**src/rtl/core/assert_macros.svh**
```systemverilog
// Assertion macros shared by the point to segment distance RTL
`ifndef ASSERT_MACROS_SVH
`define ASSERT_MACROS_SVH

// same-cycle implication, checked outside reset
`define PSD_ASSERT_IMP(lbl, pre, post) \
    lbl: assert property (@(posedge aclk) disable iff (!aresetn) (pre) |-> (post)) \
        else $error("point_segment_distance check failed");

// next-cycle implication, checked during reset too
`define PSD_ASSERT_NEXT(lbl, pre, post) \
    lbl: assert property (@(posedge aclk) (pre) |=> (post)) \
        else $error("point_segment_distance check failed");

`endif

```
**src/rtl/core/psd_div_cell.sv**
```systemverilog
// Divider cell: one restoring quotient bit per stage
`timescale 1ns / 1ps
`default_nettype none
module psd_div_cell #(
    parameter int NW = 134,
    parameter int MW = 67,
    parameter int QW = 66,
    parameter int B  = 0
) (
    input  wire logic          aclk,
    input  wire logic          aresetn,
    input  wire logic          en,
    input  wire logic          in_v,
    input  wire logic [NW-1:0] in_rem,
    input  wire logic [MW-1:0] in_mm,
    input  wire logic [QW-1:0] in_q,
    output logic               out_v,
    output logic [NW-1:0]      out_rem,
    output logic [MW-1:0]      out_mm,
    output logic [QW-1:0]      out_q
);
    logic          v_reg;
    logic [NW-1:0] rem_reg, rem_next, mm_ext;
    logic [MW-1:0] mm_reg;
    logic [QW-1:0] q_reg, q_next;
    logic          take;

    always_comb begin
        mm_ext   = NW'(in_mm);
        take     = (in_rem >> B) >= mm_ext;
        rem_next = take ? in_rem - (mm_ext << B) : in_rem;
        q_next   = take ? (in_q | (QW'(1) << B)) : in_q;
    end

    always_ff @(posedge aclk) begin
        if (!aresetn) begin
            v_reg <= 1'b0;
        end else if (en) begin
            v_reg <= in_v;
        end
    end

    always_ff @(posedge aclk) begin
        if (en) begin
            rem_reg <= rem_next;
            mm_reg  <= in_mm;
            q_reg   <= q_next;
        end
    end

    assign out_v   = v_reg;
    assign out_rem = rem_reg;
    assign out_mm  = mm_reg;
    assign out_q   = q_reg;
endmodule
`default_nettype wire

```
**config.mk**
```make
export PLATFORM = sky130hd
export DESIGN_NAME = psd_div_cell
export DESIGN_NICKNAME = d
export VERILOG_FILES = /design/src/rtl/core/assert_macros.svh /design/src/rtl/core/psd_div_cell.sv
export SDC_FILE = /design/constraint.sdc
export NUM_CORES = 1
export LEC_CHECK = 0
export ABC_AREA = 1
export BUFFER_PORTS_ARGS = -buffer_cell sky130_fd_sc_hd__buf_2
export CAP_MARGIN = 20
export CORE_MARGIN = 1
export CORE_UTILIZATION = 36
export CTS_CLUSTER_DIAMETER = 80
export CTS_CLUSTER_SIZE = 14
export DETAILED_ROUTE_END_ITERATION = 10
export GPL_ROUTABILITY_DRIVEN = 0
export SKIP_CTS_REPAIR_TIMING = 1
export SLEW_MARGIN = 20
export SYNTH_ARGS = -nofsm -noshare
export SYNTH_HDL_FRONTEND = slang
export SYNTH_SLANG_ARGS = --single-unit
```
**constraint.sdc**
```tcl
create_clock -name aclk -period 2.75 [get_ports aclk]
set_clock_uncertainty 0.1 [all_clocks]
set_input_delay 0.55 -clock aclk [delete_from_list [all_inputs] [get_ports aclk]]
set_output_delay 0.55 -clock aclk [all_outputs]
set_load 0.02 [all_outputs]
```
==> reports/qor.csv <==
stage;metric;value;unit
cts;cts.clk_slew.worst_paths;0.07;ns
sta;slew_viol_final;0;
setup_path;end_kind;flop;
sta;worst_pin_slew;0.7078;ns
sta;worst_slack;0.01137;ns
synth;syn_area_per_cell;7.303;um2
place;dp_hpwl;72380;um
routing;viasPerCell;5.022;
place;place_area;26410;um2
die;num_rows;83;
cells_and_area;nets;4006;
synth;syn_nets;2922;
routing;wl_per_cell;19.54;um
sta;fmax;365.1;MHz
sta;finalSetupViolCount;0;
sta;fin_crit;2.739;ns
worst_hold_path;holdPathEnd;out_q[4];
cts;numCtsBuffers;24;
cells_and_area;layout-drive-gt1-share;0.3384;
worst_hold_path;hold_class;in -> reg;
grt;grt_max_degree;72;
power_and_ir_drop;p_per_area;455.8;nW/um2
cts;root_buffer;clkbuf_16;
sta;rsz0062_at_grt;true;
synth;synthCells;2583;
setup_path;r2r_end;out_v;
grt;grt_pass1_vias;21048;
cts;cts.sinks;268;
routing;ant_nets;0;
routing;first_pass_iters;7;
cells_and_area;fin_cells;4362;
place;portBuffers;538;
sta;fin_tns_setup;0;ns
cells_and_area;final_cell_mix;nand2_1, buf_2, buf_4, inv_1, nor2_1;
worst_hold_path;hold_start;in_q[4];
synth;ys_types;36;
routing;drc;0;
power_and_ir_drop;peakVddDrop;454.8;uV
sta;timing.final.crit_share;0.9959;
cells_and_area;design_area;27310;um2
synth;yosysSeqAreaShare;0.4261;
grt;grt_use_total;0.3067;
flow_run;cap_viol_max_count;0;
setup_path;reg2reg_from;out_v;
grt;grt_overflow;0;
routing;drt-initial-drc-count;2175;
synth;netlist_area;18860;um2
cts;cts_tree;done;
grt;grt_pass1_wl;121900;um
outcome;outcome;complete, no violations;
place;dp_worst_setup_slack;-0.5793;ns
worst_hold_path;min_path_cells;1;
sta;hold_viol_final;0;
setup_path;crit_type;in -> reg;
place;place_inst;4317;
cts;cts_max_level;1;
sta;slew_headroom;0.5231;
routing;drt_wl_total;85250;um
power_and_ir_drop;leakage;0.01314;uW
die;die_x;230.9;um
setup_path;reg2reg_slack;2.01;ns
die;dieHeight;230.9;um
die;dieArea;53320;um2
grt;antenna_found_initial;8;
routing;num_vias;21908;
synth;synth-seq-cells;268;
setup_path;cp.arrival;2.95;ns
die;core;51510;um2
setup_path;worstSetupStartpointType;input port;
die;start_util;0.3662;
setup_path;critPathRequiredTime;2.96;ns
cells_and_area;area_growth;44.79;%
setup_path;reg2regPathDepth;2;
cts;max-clock-path-buffers;3;
cts;insertion_delay;0.55;ns
cells_and_area;final_common_cell;nand2_1;
synth;ys_warn_count;0;
setup_path;worstPathMaxFanout;4;
die;ios;539;
[worst max-delay path, stage by stage]
cell	delay [ns]
buf_2	0.09
inv_1	0.04
ha_1	0.30
buf_4	0.12
nand2_1	0.08
o21ai_0	0.55
a21oi_1	0.18
nand3_1	0.24
nand3_1	0.12
nand2_1	0.28
buf_4	0.20
xnor2_1	0.12
o21ai_1	0.07
[synthesized netlist by cell type, drive strengths merged]
master,n,area (um2)
a21boi,2,15.01
a21oi,153,927.1
and2,3,18.77
and3,2,12.51
buf,21,176.4
clkbuf,1,3.750
dfxtp,1,20.02
edfxtp,267,8018
fa,1,20.02
ha,67,838.3
inv,468,1759
nand2,793,2979
nand3,115,598.1
nand3b,7,52.55
nand4,59,369.1
nor2,340,1319
nor2b,1,6.260
nor3,65,325.3
nor4,5,31.28
o21a,1,7.510
o21ai,135,716.9
o21bai,9,67.56
or2,2,12.51
xnor2,61,534.3
xor2,4,35.03
[per-layer routing]
layer / routed length (um) / track usage
met3: 8528 / 0.05855
met4: 4642 / 0.1440
met2: 38280 / 0.5053
met1: 33740 / 0.3859
met5: 62 / 0
[registers in the layout, indices dropped and copies added, names as in the netlist]
register,flops
out_v,1
out_mm,67
out_rem,134
out_q,66
[report_power, final]
part	leakage (uW)	internal (uW)	total, uW	switching [uW]
combinational	0.0102	1590	4030	2450
sequential	0.00262	5000	5160	160
clock	0.000336	1680	3250	1570
total	0.0131	8270	12400	4180
[area by class of cell]
class / count / area (um2)
antenna: 3 / 7.507
clock buffer: 33 / 665.6
clock inverter: 5 / 32.53
fill: 5071 / 24200
inverter: 468 / 1762
multi-input combinational: 1825 / 9026
sequential: 268 / 8038
tap: 680 / 850.8
timing repair buffer: 1080 / 6930
[cell families (layout without fill, tap and decap cells)]
group | after synthesis | count (layout) | share of synthesized area
AOI/OAI and AO/OA | 300 | 300 | 0.09193
xor gates and xnor gates | 65 | 65 | 0.03018
adders and majority gates | 68 | 68 | 0.04550
buffers and inverters | 490 | 1586 | 0.1028
DFF | 268 | 268 | 0.4261
other | 0 | 3 | 0
and+or+nand+nor | 1392 | 1392 | 0.3035
[metrics by stage]
stage / hold WS (ns) / power, uW / utilization
5_1_grt: 0.03583 / 12940 / 0.5302
4_1_cts: 0.03833 / 12440 / 0.5262
3_5_place_dp: 0.4445 / 9198 / 0.5127
2_1_floorplan: 0.5055 / 7040 / -
6_report: 0.05549 / 12450 / 0.5302
3_3_place_gp: 0.4367 / 9176 / 0.5127
[worst max-delay path by stage]
| stage | to | start | depth (start not counted) | slack (ns) |
|---|---|---|---|---|
| floorplan | out_rem[100] | in_rem[0] | 18 | -0.001 |
| global placement | out_rem[115] | in_mm[56] | 18 | -0.57 |
| detailed placement | out_rem[45] | in_mm[33] | 14 | -0.58 |
| CTS | out_rem[45] | in_mm[33] | 14 | 0.01 |
| global route | out_rem[52] | in_rem[0] | 20 | -0.04 |
| finish | out_rem[57] | in_mm[19] | 13 | 0.01 |
Note: power is estimated with default switching activity, not from simulation.
