==> src/rtl/core/assert_macros.svh <==
// Assertion macros shared by the point to segment distance RTL
`ifndef ASSERT_MACROS_SVH
`define ASSERT_MACROS_SVH

// same-cycle implication, checked outside reset
`define PSD_ASSERT_IMP(lbl, pre, post) \
    lbl: assert property (@(posedge aclk) disable iff (!aresetn) (pre) |-> (post)) \
        else $error("point_segment_distance check failed");

// next-cycle implication, checked during reset too
`define PSD_ASSERT_NEXT(lbl, pre, post) \
    lbl: assert property (@(posedge aclk) (pre) |=> (post)) \
        else $error("point_segment_distance check failed");

`endif

==> src/rtl/core/psd_sqrt_cell.sv <==
// Square root cell: one root bit per stage
`timescale 1ns / 1ps
`default_nettype none
module psd_sqrt_cell #(
    parameter int QW = 66,
    parameter int RW = 33,
    parameter int J  = 0
) (
    input  wire logic          aclk,
    input  wire logic          aresetn,
    input  wire logic          en,
    input  wire logic          in_v,
    input  wire logic [QW-1:0] in_rem,
    input  wire logic [RW-1:0] in_root,
    input  wire logic          in_on,
    output logic               out_v,
    output logic [QW-1:0]      out_rem,
    output logic [RW-1:0]      out_root,
    output logic               out_on
);
    logic          v_reg, on_reg;
    logic [QW-1:0] rem_reg, rem_next;
    logic [RW-1:0] root_reg, root_next;
    logic [QW:0]   trial;
    logic          take;

    always_comb begin
        trial     = ((QW + 1)'(in_root) << (J + 1)) | ((QW + 1)'(1) << (2 * J));
        take      = {1'b0, in_rem} >= trial;
        rem_next  = take ? QW'({1'b0, in_rem} - trial) : in_rem;
        root_next = take ? (in_root | (RW'(1) << J)) : in_root;
    end

    always_ff @(posedge aclk) begin
        if (!aresetn) begin
            v_reg <= 1'b0;
        end else if (en) begin
            v_reg <= in_v;
        end
    end

    always_ff @(posedge aclk) begin
        if (en) begin
            rem_reg  <= rem_next;
            root_reg <= root_next;
            on_reg   <= in_on;
        end
    end

    assign out_v    = v_reg;
    assign out_rem  = rem_reg;
    assign out_root = root_reg;
    assign out_on   = on_reg;
endmodule
`default_nettype wire

==> config.mk <==
export PLATFORM = sky130hd
export DESIGN_NAME = psd_sqrt_cell
export DESIGN_NICKNAME = d
export VERILOG_FILES = /design/src/rtl/core/assert_macros.svh /design/src/rtl/core/psd_sqrt_cell.sv
export SDC_FILE = /design/constraint.sdc
export NUM_CORES = 1
export LEC_CHECK = 0
export BUFFER_PORTS_ARGS = -buffer_cell sky130_fd_sc_hd__buf_4
export CAP_MARGIN = 0
export CORE_MARGIN = 5
export CORE_UTILIZATION = 53
export CTS_BUF_LIST = sky130_fd_sc_hd__clkbuf_4 sky130_fd_sc_hd__clkbuf_8
export CTS_CLUSTER_DIAMETER = 80
export DETAILED_ROUTE_END_ITERATION = 8
export PLACE_DENSITY = 0.83
export SYNTH_ARGS = -nofsm -noshare
export SYNTH_HDL_FRONTEND = slang
export SYNTH_SLANG_ARGS = --single-unit
==> constraint.sdc <==
create_clock -name aclk -period 3.8 [get_ports aclk]
set_input_delay 0.57 -clock aclk [delete_from_list [all_inputs] [get_ports aclk]]
set_output_delay 0.57 -clock aclk [all_outputs]
set_load 0.01 [all_outputs]
==> results_dict.tcl, run 1 <==
set metrics [dict create \
    clock-sinks 101 \
    leakage_nw 3.51 \
    n_antenna_cell 0 \
    root_buffer "clkbuf_8" \
    critPathLaunchType "input port" \
    place.port_buffers 204 \
    grt_overflow_total 0 \
    rsz0062_at_grt "no" \
    rr_worst_depth 2 \
    antenna_found_initial 0 \
    fmax_mhz 311 \
    ys_types 63 \
    switching_share_pct 29.7 \
    total_power_mw 2.97 \
    clock_latency_ps 380 \
    critical_path_class "input port to flop" \
    synthArstFlopShare_pct 0 \
    layout.nets 971 \
    layout_commonest_cell "buf_4" \
    end_kind "flop" \
    via_count 5706 \
    syn_inst 629 \
    htree_num_levels 3 \
    wl_per_cell_um 18.6 \
    synth_area_um2 6390 \
    clockBufferDepth 2 \
    initial_core_util_pct 53.7 \
    intPower_mw 2.09 \
    die_x_um 120 \
    clock_skew_ps 0 \
    p_per_area_nw_per_um2 358 \
    cts_buffers 9 \
    synth-seq-cells 101 \
    pwr-share-seq_pct 47.6 \
    cts_hold_buf 0 \
    crit_family "simple AND/OR/NAND/NOR gates" \
    cts_tree "done" \
    r2r-end "out_v$_SDFFE_PN0P_" \
    grt_max_degree 59 \
    ir_drop_v 0.000309 \
    die_y_um 120 \
    p_sw_mw 0.883 \
    synth_area_leaders "edfxtp_1, ha_1, nand2_1" \
    synth_top_area_share_pct 47.0 \
    fin_setup_tns_ps 0 \
    cp_num_buf_inv 2 \
    wl_um 18300 \
    post-route-util_pct 69.7 \
    crit_top_cell "or4_1" \
    dieArea_um2 14400 \
    slew_headroom_pct 54.8 \
    vias_per_cell 5.80 \
    final_cell_mix "buf_4, edfxtp_1, nand2_1" \
    max_stage_delay_ps 590 \
    synth_edf_count 100 \
    grt.total_usage_pct 25.2 \
    tightest_slew_ps 676 \
    first_iter_violations 560 \
    r2r_start "out_v$_SDFFE_PN0P_" \
    crit_slowest_cell "or4_1" \
    ctsResizeCount 0 \
    hold_viol 0 \
    fin_crit_ps 3220 \
    first_pass_iters 6 \
    hold_class "input port to flop" \
    avgSynthCellArea_um2 10.2 \
    seq_area_frac_synth_pct 47.3 \
    worstSetupStartpoint "in_rem[42]" \
    whs_path_depth 1 \
    drcViolationCount 0 \
    finalSetupViolCount 0 \
    gp_congestion 0.850 \
    holdPathEnd "out_on$_DFFE_PP_" \
    run_status "finished, final reports clean" \
    ioPinCount 205 \
    r2r_slack_ps 3210 \
    path_max_fanout 45 \
    ys.warnings.count 0 \
    rows 40 \
    synth_nets 768 \
    area_growth_pct 30.0 \
    clk_pin_slew_worst_paths_ps 100 \
    antenna_left 0 \
    synth_largest_area_cell "edfxtp_1" \
    first_global_vias 5904 \
    comb_power_share_pct 29.0 \
    min_from "in_on" \
    drive_above_1_share_pct 30.0 \
    cts_setup_buffers 0 \
    core_um2 11900 \
    crit_required_ps 3940 \
    finalCritPeriodShare_pct 84.7 \
    dp_hpwl_um 14500 \
    drv_cap 0 \
    slew_viol_final 0 \
    grt_pass1_wl_um 29100 \
    crit_arrival_ps 3360 \
    path_cells "buf_4 -> or4_1 -> nor4_2 -> nor3b_1 -> o21ai_1 -> or4_1 -> nor3_4 -> buf_12 -> mux2_2" \
    yosys_most_used_dff "edfxtp_1" \
    p_clk_share_pct 23.5 \
]
[sequential cells by signal (all words and copies together) (netlist names)]
| signal | flops |
|---|---|
| out_v | 1 |
| out_rem | 66 |
| out_on | 1 |
| out_root | 33 |
[stage by stage]
| stage | instance area [um2] | std cells | hold slack [ps] | worst slack [ps] |
|---|---|---|---|---|
| after global placement | 8110 | 968 | 508 | 253 |
| after CTS | 8310 | 984 | 340 | 578 |
| after global routing | 8310 | 984 | 339 | 426 |
| final | 8310 | 984 | 352 | 580 |
| after floorplan | 6390 | 629 | 538 | 482 |
| after detailed placement | 8110 | 968 | 514 | 177 |
[power groups by stage]
stage	Sequential, mW	Combinational, mW	Clock (mW)
3_3_place_gp	1.44	0.840	0
3_5_place_dp	1.44	0.856	0
5_1_grt	1.43	0.934	0.763
4_1_cts	1.42	0.860	0.711
6_report	1.41	0.861	0.698
2_1_floorplan	1.50	0.366	0
[worst register-to-register path: cells and delay by family (launching register included)]
kind	cells	cell delay (ps)
muxes	1	120
and+or+nand+nor	1	60
DFF	1	320
[synth_stat cells, types with 4 or more instances]
| library cell | n |
|---|---|
| a21oi_1 | 36 |
| clkbuf_1 | 19 |
| inv_1 | 44 |
| ha_1 | 34 |
| nor4_1 | 12 |
| or2_2 | 4 |
| a31oi_1 | 5 |
| nand3_1 | 7 |
| xnor2_1 | 29 |
| o21ai_0 | 20 |
| xor2_1 | 30 |
| o21bai_1 | 4 |
| or4_1 | 7 |
| a21o_1 | 15 |
| edfxtp_1 | 100 |
| o21ai_1 | 26 |
| nor2b_1 | 5 |
| nand2b_1 | 5 |
| nand4_1 | 19 |
| nor3_1 | 19 |
| or3_1 | 9 |
| nand2_1 | 71 |
| o211ai_1 | 8 |
| o21a_1 | 9 |
| nor2_1 | 27 |
| a211oi_1 | 6 |
| buf_6 | 6 |
[cell families (layout without fill, tap and decap cells)]
group / count (synthesis) / after routing / synth area share [%]
DFF: 101 / 101 / 47.3
and+or+nand+nor: 205 / 205 / 16.7
adders and majority gates: 35 / 35 / 6.97
xor gates and xnor gates: 59 / 59 / 8.09
muxes: 6 / 6 / 0.998
AOI/OAI and AO/OA: 151 / 151 / 14.9
buffers and inverters: 72 / 280 / 5.03
[layer usage]
metal	global-route usage (%)	wire (um)	share of wire, %
met5	0	0	0
met4	8.02	304	1.7
met3	6.41	1650	9.1
met2	44.7	9310	51
met1	30.0	7000	38
[final cells by class]
cell class,count,area [um2]
Fill cell,919,3600
Multi-Input combinational cell,456,3050
Sequential cell,101,3020
Timing Repair Buffer,220,1690
Tap cell,147,184
Inverter,44,165
Clock buffer,10,131
Clock inverter,6,62.6
[worst max path at each step]
stage	depth (start not counted)	endpoint	slack [ps]
global route	9	out_rem[4]$_DFFE_PP_	430
floorplan	12	out_rem[52]$_DFFE_PP_	480
global placement	9	out_rem[4]$_DFFE_PP_	250
detailed placement	9	out_rem[21]$_DFFE_PP_	180
finish	9	out_rem[4]$_DFFE_PP_	580
CTS	9	out_rem[4]$_DFFE_PP_	580
Note: power is estimated with default switching activity, not from simulation.
==> run 2, diff against run 1 <==
Settings changed: CORE_UTILIZATION 53 to 48, PLACE_DENSITY 0.83 to 0.79.
Clock period 3.8 ns to 2.81 ns, I/O delays scaled along.
==> run 2 against run 1 <==
Net effect:
- the run now ends with setup timing left
- total power up 40%
- die area up 9.5%
- count of clock-buffer cells in the layout up 1
- worst hold slack worse by 140 ps
- critical path depth unchanged
- cell count up 17%
- register-to-register slack worse by 990 ps
- sequential share of layout area down 4.8 points
- global-route usage down 1.1 points
- core utilization up 3.0 points
- via count up 8.1%
- largest cell class unchanged
- largest power group unchanged
==> results_dict.tcl, run 2 (synthesis gave the netlist of run 1 again) <==
set metrics [dict create \
    tightest_slew_ps 611 \
    finalCritPeriodShare_pct 101 \
    cts_hold_buf 0 \
    critical_path_class "input port to flop" \
    finalNonFillerCells 1152 \
    final_cell_mix "buf_4, edfxtp_1, nand2_1" \
    fin_setup_tns_ps -26.8 \
    hold_class "input port to flop" \
    leakage_nw 4.22 \
    clock-sinks 101 \
    layout_commonest_cell "buf_4" \
    slew_viol_final 0 \
    run_status "finished with violations" \
    p_per_area_nw_per_um2 435 \
    via_count 6168 \
    post-route-util_pct 72.7 \
    die_y_um 125 \
    comb_power_share_pct 33.4 \
    crit_arrival_ps 2960 \
    wl_um 19300 \
    place.port_buffers 204 \
    dp_cells 1132 \
    grt_overflow_total 0 \
    ioPinCount 205 \
    intPower_mw 2.92 \
    n_antenna_cell 0 \
    area_growth_pct 49.5 \
    path_max_fanout 8 \
    critPathLaunchType "input port" \
    first_global_vias 6394 \
    rsz0062_at_grt "yes" \
    hold_viol 0 \
    slew_headroom_pct 59.1 \
    layout.nets 1110 \
    root_buffer "clkbuf_8" \
    first_iter_violations 398 \
    p_clk_share_pct 20.7 \
    htree_num_levels 3 \
    antenna_found_initial 0 \
    grt_max_degree 47 \
    crit_required_ps 2940 \
    first_pass_iters 7 \
    vias_per_cell 5.35 \
    die_x_um 125 \
    clock_skew_ps 0 \
    rows 42 \
    nFillCells 1008 \
    largest_reg_flops 66 \
    clockBufferDepth 2 \
    ir_drop_v 0.000279 \
    clk_pin_slew_worst_paths_ps 100 \
    antenna_left 0 \
    fin_crit_ps 2830 \
    initial_core_util_pct 48.6 \
    clock_latency_ps 380 \
    gp_congestion 0.898 \
    multi_input_area_um2 3230 \
    grt.total_usage_pct 24.1 \
    cts_buffers 9 \
    fin_ws_ps -19.6 \
    drive_above_1_share_pct 42.6 \
    dp_hpwl_um 15800 \
    end_kind "flop" \
    drv_cap 0 \
    finalSetupViolCount 2 \
    wl_per_cell_um 16.7 \
    switching_share_pct 29.8 \
    p_sw_mw 1.24 \
    violations "setup timing" \
    dieArea_um2 15700 \
    register_area_um2 3020 \
    pwr-share-seq_pct 45.9 \
    cts_tree "done" \
    fmax_mhz 353 \
    drcViolationCount 0 \
    core_um2 13100 \
    grt_pass1_wl_um 31100 \
]
[run 2: cell types whose count changed in the layout (fill, tap and decap cells not counted), moves of 3 or more]
cell / before / now
nor4_1: 12 / 5
buf_6: 0 / 7
buf_4: 217 / 350
nor4_4: 0 / 4
or4_1: 7 / 4
nor4_2: 1 / 4
or4_4: 1 / 4
nor3_1: 19 / 14
nor3_2: 0 / 4
[run 2: per-stage QoR]
stage	hold WS, ps	setup slack [ps]	instance area (um2)	power (mW)
final	212	-19.6	9560	4.16
after detailed placement	509	-444	9190	3.31
after CTS	196	-18.7	9380	4.16
after floorplan	520	-288	6440	2.53
after global routing	191	-66.0	9560	4.38
after global placement	504	-417	9190	3.28
[run 2: worst paths after layout]
path                 startpoint                    to  slack, ps  cells after the start
max                  in_rem[48]  out_rem[4]$_DFFE_PP_        -20                      9
min                       in_on      out_on$_DFFE_PP_        210                      1
max reg2reg  out_v$_SDFFE_PN0P_    out_v$_SDFFE_PN0P_       2220                      2
min reg2reg  out_v$_SDFFE_PN0P_    out_v$_SDFFE_PN0P_        530                      2
[run 2: final cells by class]
cell class	count	share of cell area (%)
clock buffer	11	1.45
timing repair buffer	359	28.7
multi-input combinational	456	33.8
clock inverter	5	0.380
sequential	101	31.6
inverter	44	1.73
tap	176	2.30
[run 2: worst max-delay path, cell delays in order]
cell	delay (ps)
buf_6	90
or4_4	550
nor3_4	160
nand3_2	100
or3_4	350
or4_4	450
nor3_4	300
buf_6	190
mux2_2	350
[run 2: timing repair]
| item | in CTS | in global routing |
|---|---|---|
| hold endpoints to repair | 0 | 0 |
| pin swaps | 1 | 4 |
| endpoints found under the setup margin | 14 | 58 |
| resized for setup | 4 | 27 |
| setup buffers | 0 | 4 |
[run 2: power by group through the flow]
stage | combinational [mW] | clock [mW] | sequential, mW
finish | 1.39 | 0.859 | 1.91
global placement | 1.34 | 0 | 1.94
CTS | 1.38 | 0.876 | 1.91
detailed placement | 1.37 | 0 | 1.94
global route | 1.51 | 0.949 | 1.92
floorplan | 0.500 | 0 | 2.03
[run 2: layer usage]
layer | global-route usage [%] | wire [um] | vias to the layer above
met5 | 0 | 0 | -
met4 | 8.48 | 473 | 0
met3 | 5.16 | 1320 | 41
met2 | 43.7 | 9720 | 235
met1 | 28.1 | 7760 | 2897
li1 | - | - | 2995
==> run 3, diff against run 2 <==
Settings changed: RECOVER_POWER set to 50.
==> run 3 against run 2 <==
Net effect:
- the run still ends with setup timing left
- combinational power about the same
- worst setup slack better by 7.4 ps
- largest power group unchanged
- cell area is 0.69% lower
- clock power about the same
- critical path type unchanged
- count of clock-buffer cells in the layout did not move
- die area stayed put
- wire length hardly changed
- sequential power about the same
- total power fell by 0.23%
- highest routed layer unchanged
- worst hold slack better by 10 ps
- cell count did not move
==> results_dict.tcl, run 3 (synthesis gave the netlist of run 1 again) <==
set metrics [dict create \
    first_pass_iters 5 \
    fmax_mhz 354 \
    run_status "finished with violations" \
    antenna_left 0 \
    p_clk_share_pct 20.8 \
    crit_arrival_ps 2960 \
    vias_per_cell 5.38 \
    first_global_vias 6394 \
    layout.nets 1110 \
    slew_headroom_pct 23.5 \
    ioPinCount 205 \
    clk_pin_slew_worst_paths_ps 100 \
    clock_latency_ps 380 \
    p_per_area_nw_per_um2 437 \
    wl_per_cell_um 16.7 \
    die_x_um 125 \
    critical_path_class "input port to flop" \
    ir_drop_v 0.000280 \
    die_y_um 125 \
    fin_crit_ps 2820 \
    switching_share_pct 29.9 \
    rsz0062_at_grt "yes" \
    first_iter_violations 383 \
    place.port_buffers 204 \
    slew_viol_final 0 \
    comb_power_share_pct 33.2 \
    rows 42 \
    core_um2 13100 \
    hold_viol 0 \
    grt.total_usage_pct 24.1 \
    fin_ws_ps -12.2 \
    post-route-util_pct 72.2 \
    dp_cells 1132 \
    dp_hpwl_um 15800 \
    initial_core_util_pct 48.6 \
    rr_worst_depth 2 \
    tightest_slew_ps 1150 \
    drcViolationCount 0 \
    clockBufferDepth 2 \
    path_cells "buf_6 -> or4_4 -> nor3_4 -> nand3_2 -> or3_4 -> or4_4 -> nor3_4 -> buf_6 -> mux2_2" \
    intPower_mw 2.91 \
    max_stage_delay_ps 550 \
    whs_path_depth 1 \
    r2r_slack_ps 2210 \
    n_antenna_cell 0 \
    layout_commonest_cell "buf_4" \
    largest_reg_flops 66 \
    cts_tree "done" \
    drv_cap 0 \
    root_buffer "clkbuf_8" \
    clock-sinks 101 \
    grt_max_degree 47 \
    leakage_nw 4.16 \
    path_max_fanout 8 \
    final_cell_mix "buf_4, edfxtp_1, nand2_1" \
    area_growth_pct 48.5 \
    finalSetupViolCount 1 \
    finalCritPeriodShare_pct 100 \
    violations "setup timing" \
    end_kind "flop" \
    clock_skew_ps 0 \
    cts_buffers 9 \
    wl_um 19300 \
    post-place-ws_ps -444 \
    finalNonFillerCells 1152 \
    critPathLaunchType "input port" \
    grt_pass1_wl_um 31100 \
    antenna_found_initial 0 \
    pwr-share-seq_pct 46.1 \
    htree_num_levels 3 \
    dieArea_um2 15700 \
    grt_overflow_total 0 \
    hold_class "input port to flop" \
    crit_slowest_cell "or4_4" \
    gp_congestion 0.898 \
    drive_above_1_share_pct 41.3 \
    p_sw_mw 1.24 \
    via_count 6192 \
    crit_required_ps 2940 \
]
## run 3: layout make-up
cell class                 instances  area (um2)
multi-input combinational        456        3230
clock buffer                      11         139
clock inverter                     5        36.3
tap                              176         220
fill                            1023        3650
inverter                          44         165
sequential                       101        3020
timing repair buffer             359        2680
## run 3: worst max-delay path, delay by kind of cell
| family | cells | cell delay [ps] |
|---|---|---|
| buf+inv | 2 | 280 |
| mux | 1 | 350 |
| simple gates | 6 | 1890 |
## run 3: power by group through the flow
stage | clock (mW) | combinational [mW] | sequential [mW]
after floorplan | 0 | 0.500 | 2.03
after global placement | 0 | 1.34 | 1.94
after CTS | 0.876 | 1.38 | 1.91
final | 0.860 | 1.38 | 1.91
after global routing | 0.949 | 1.49 | 1.93
after detailed placement | 0 | 1.37 | 1.94
## run 3: layer usage
| layer | GRT usage, % | share of wire, % | wire (um) | up-vias |
|---|---|---|---|---|
| met1 | 28.1 | 40 | 7770 | 2889 |
| li1 | - | - | - | 3000 |
| met2 | 43.7 | 50 | 9700 | 263 |
| met5 | 0 | 0 | 0 | - |
| met4 | 8.48 | 2.5 | 481 | 0 |
| met3 | 5.16 | 6.8 | 1310 | 40 |
## run 3: path summary, 6_finish.rpt
check	startpoint	endpoint
worst max register to register	out_v$_SDFFE_PN0P_	out_v$_SDFFE_PN0P_
worst max-delay path	in_rem[48]	out_rem[4]$_DFFE_PP_
worst min-delay path	in_root[14]	out_root[14]$_DFFE_PP_
worst min register to register	out_v$_SDFFE_PN0P_	out_v$_SDFFE_PN0P_
## run 3: metrics by stage
stage / instance area (um2) / hold WS, ps / power [mW] / TNS, ps
finish: 9490 / 223 / 4.15 / -12.2
global route: 9490 / 197 / 4.37 / -1000
CTS: 9380 / 196 / 4.16 / -18.7
detailed placement: 9190 / 509 / 3.31 / -24280
global placement: 9190 / 504 / 3.28 / -22920
floorplan: 6440 / 520 / 2.53 / -8710
## run 3: repair_timing
action	4_1_cts	5_1_grt
buffers inserted	0	4
setup endpoints to repair	14	58
pin swaps	1	4
gates resized for setup	4	27
hold buffers	0	0
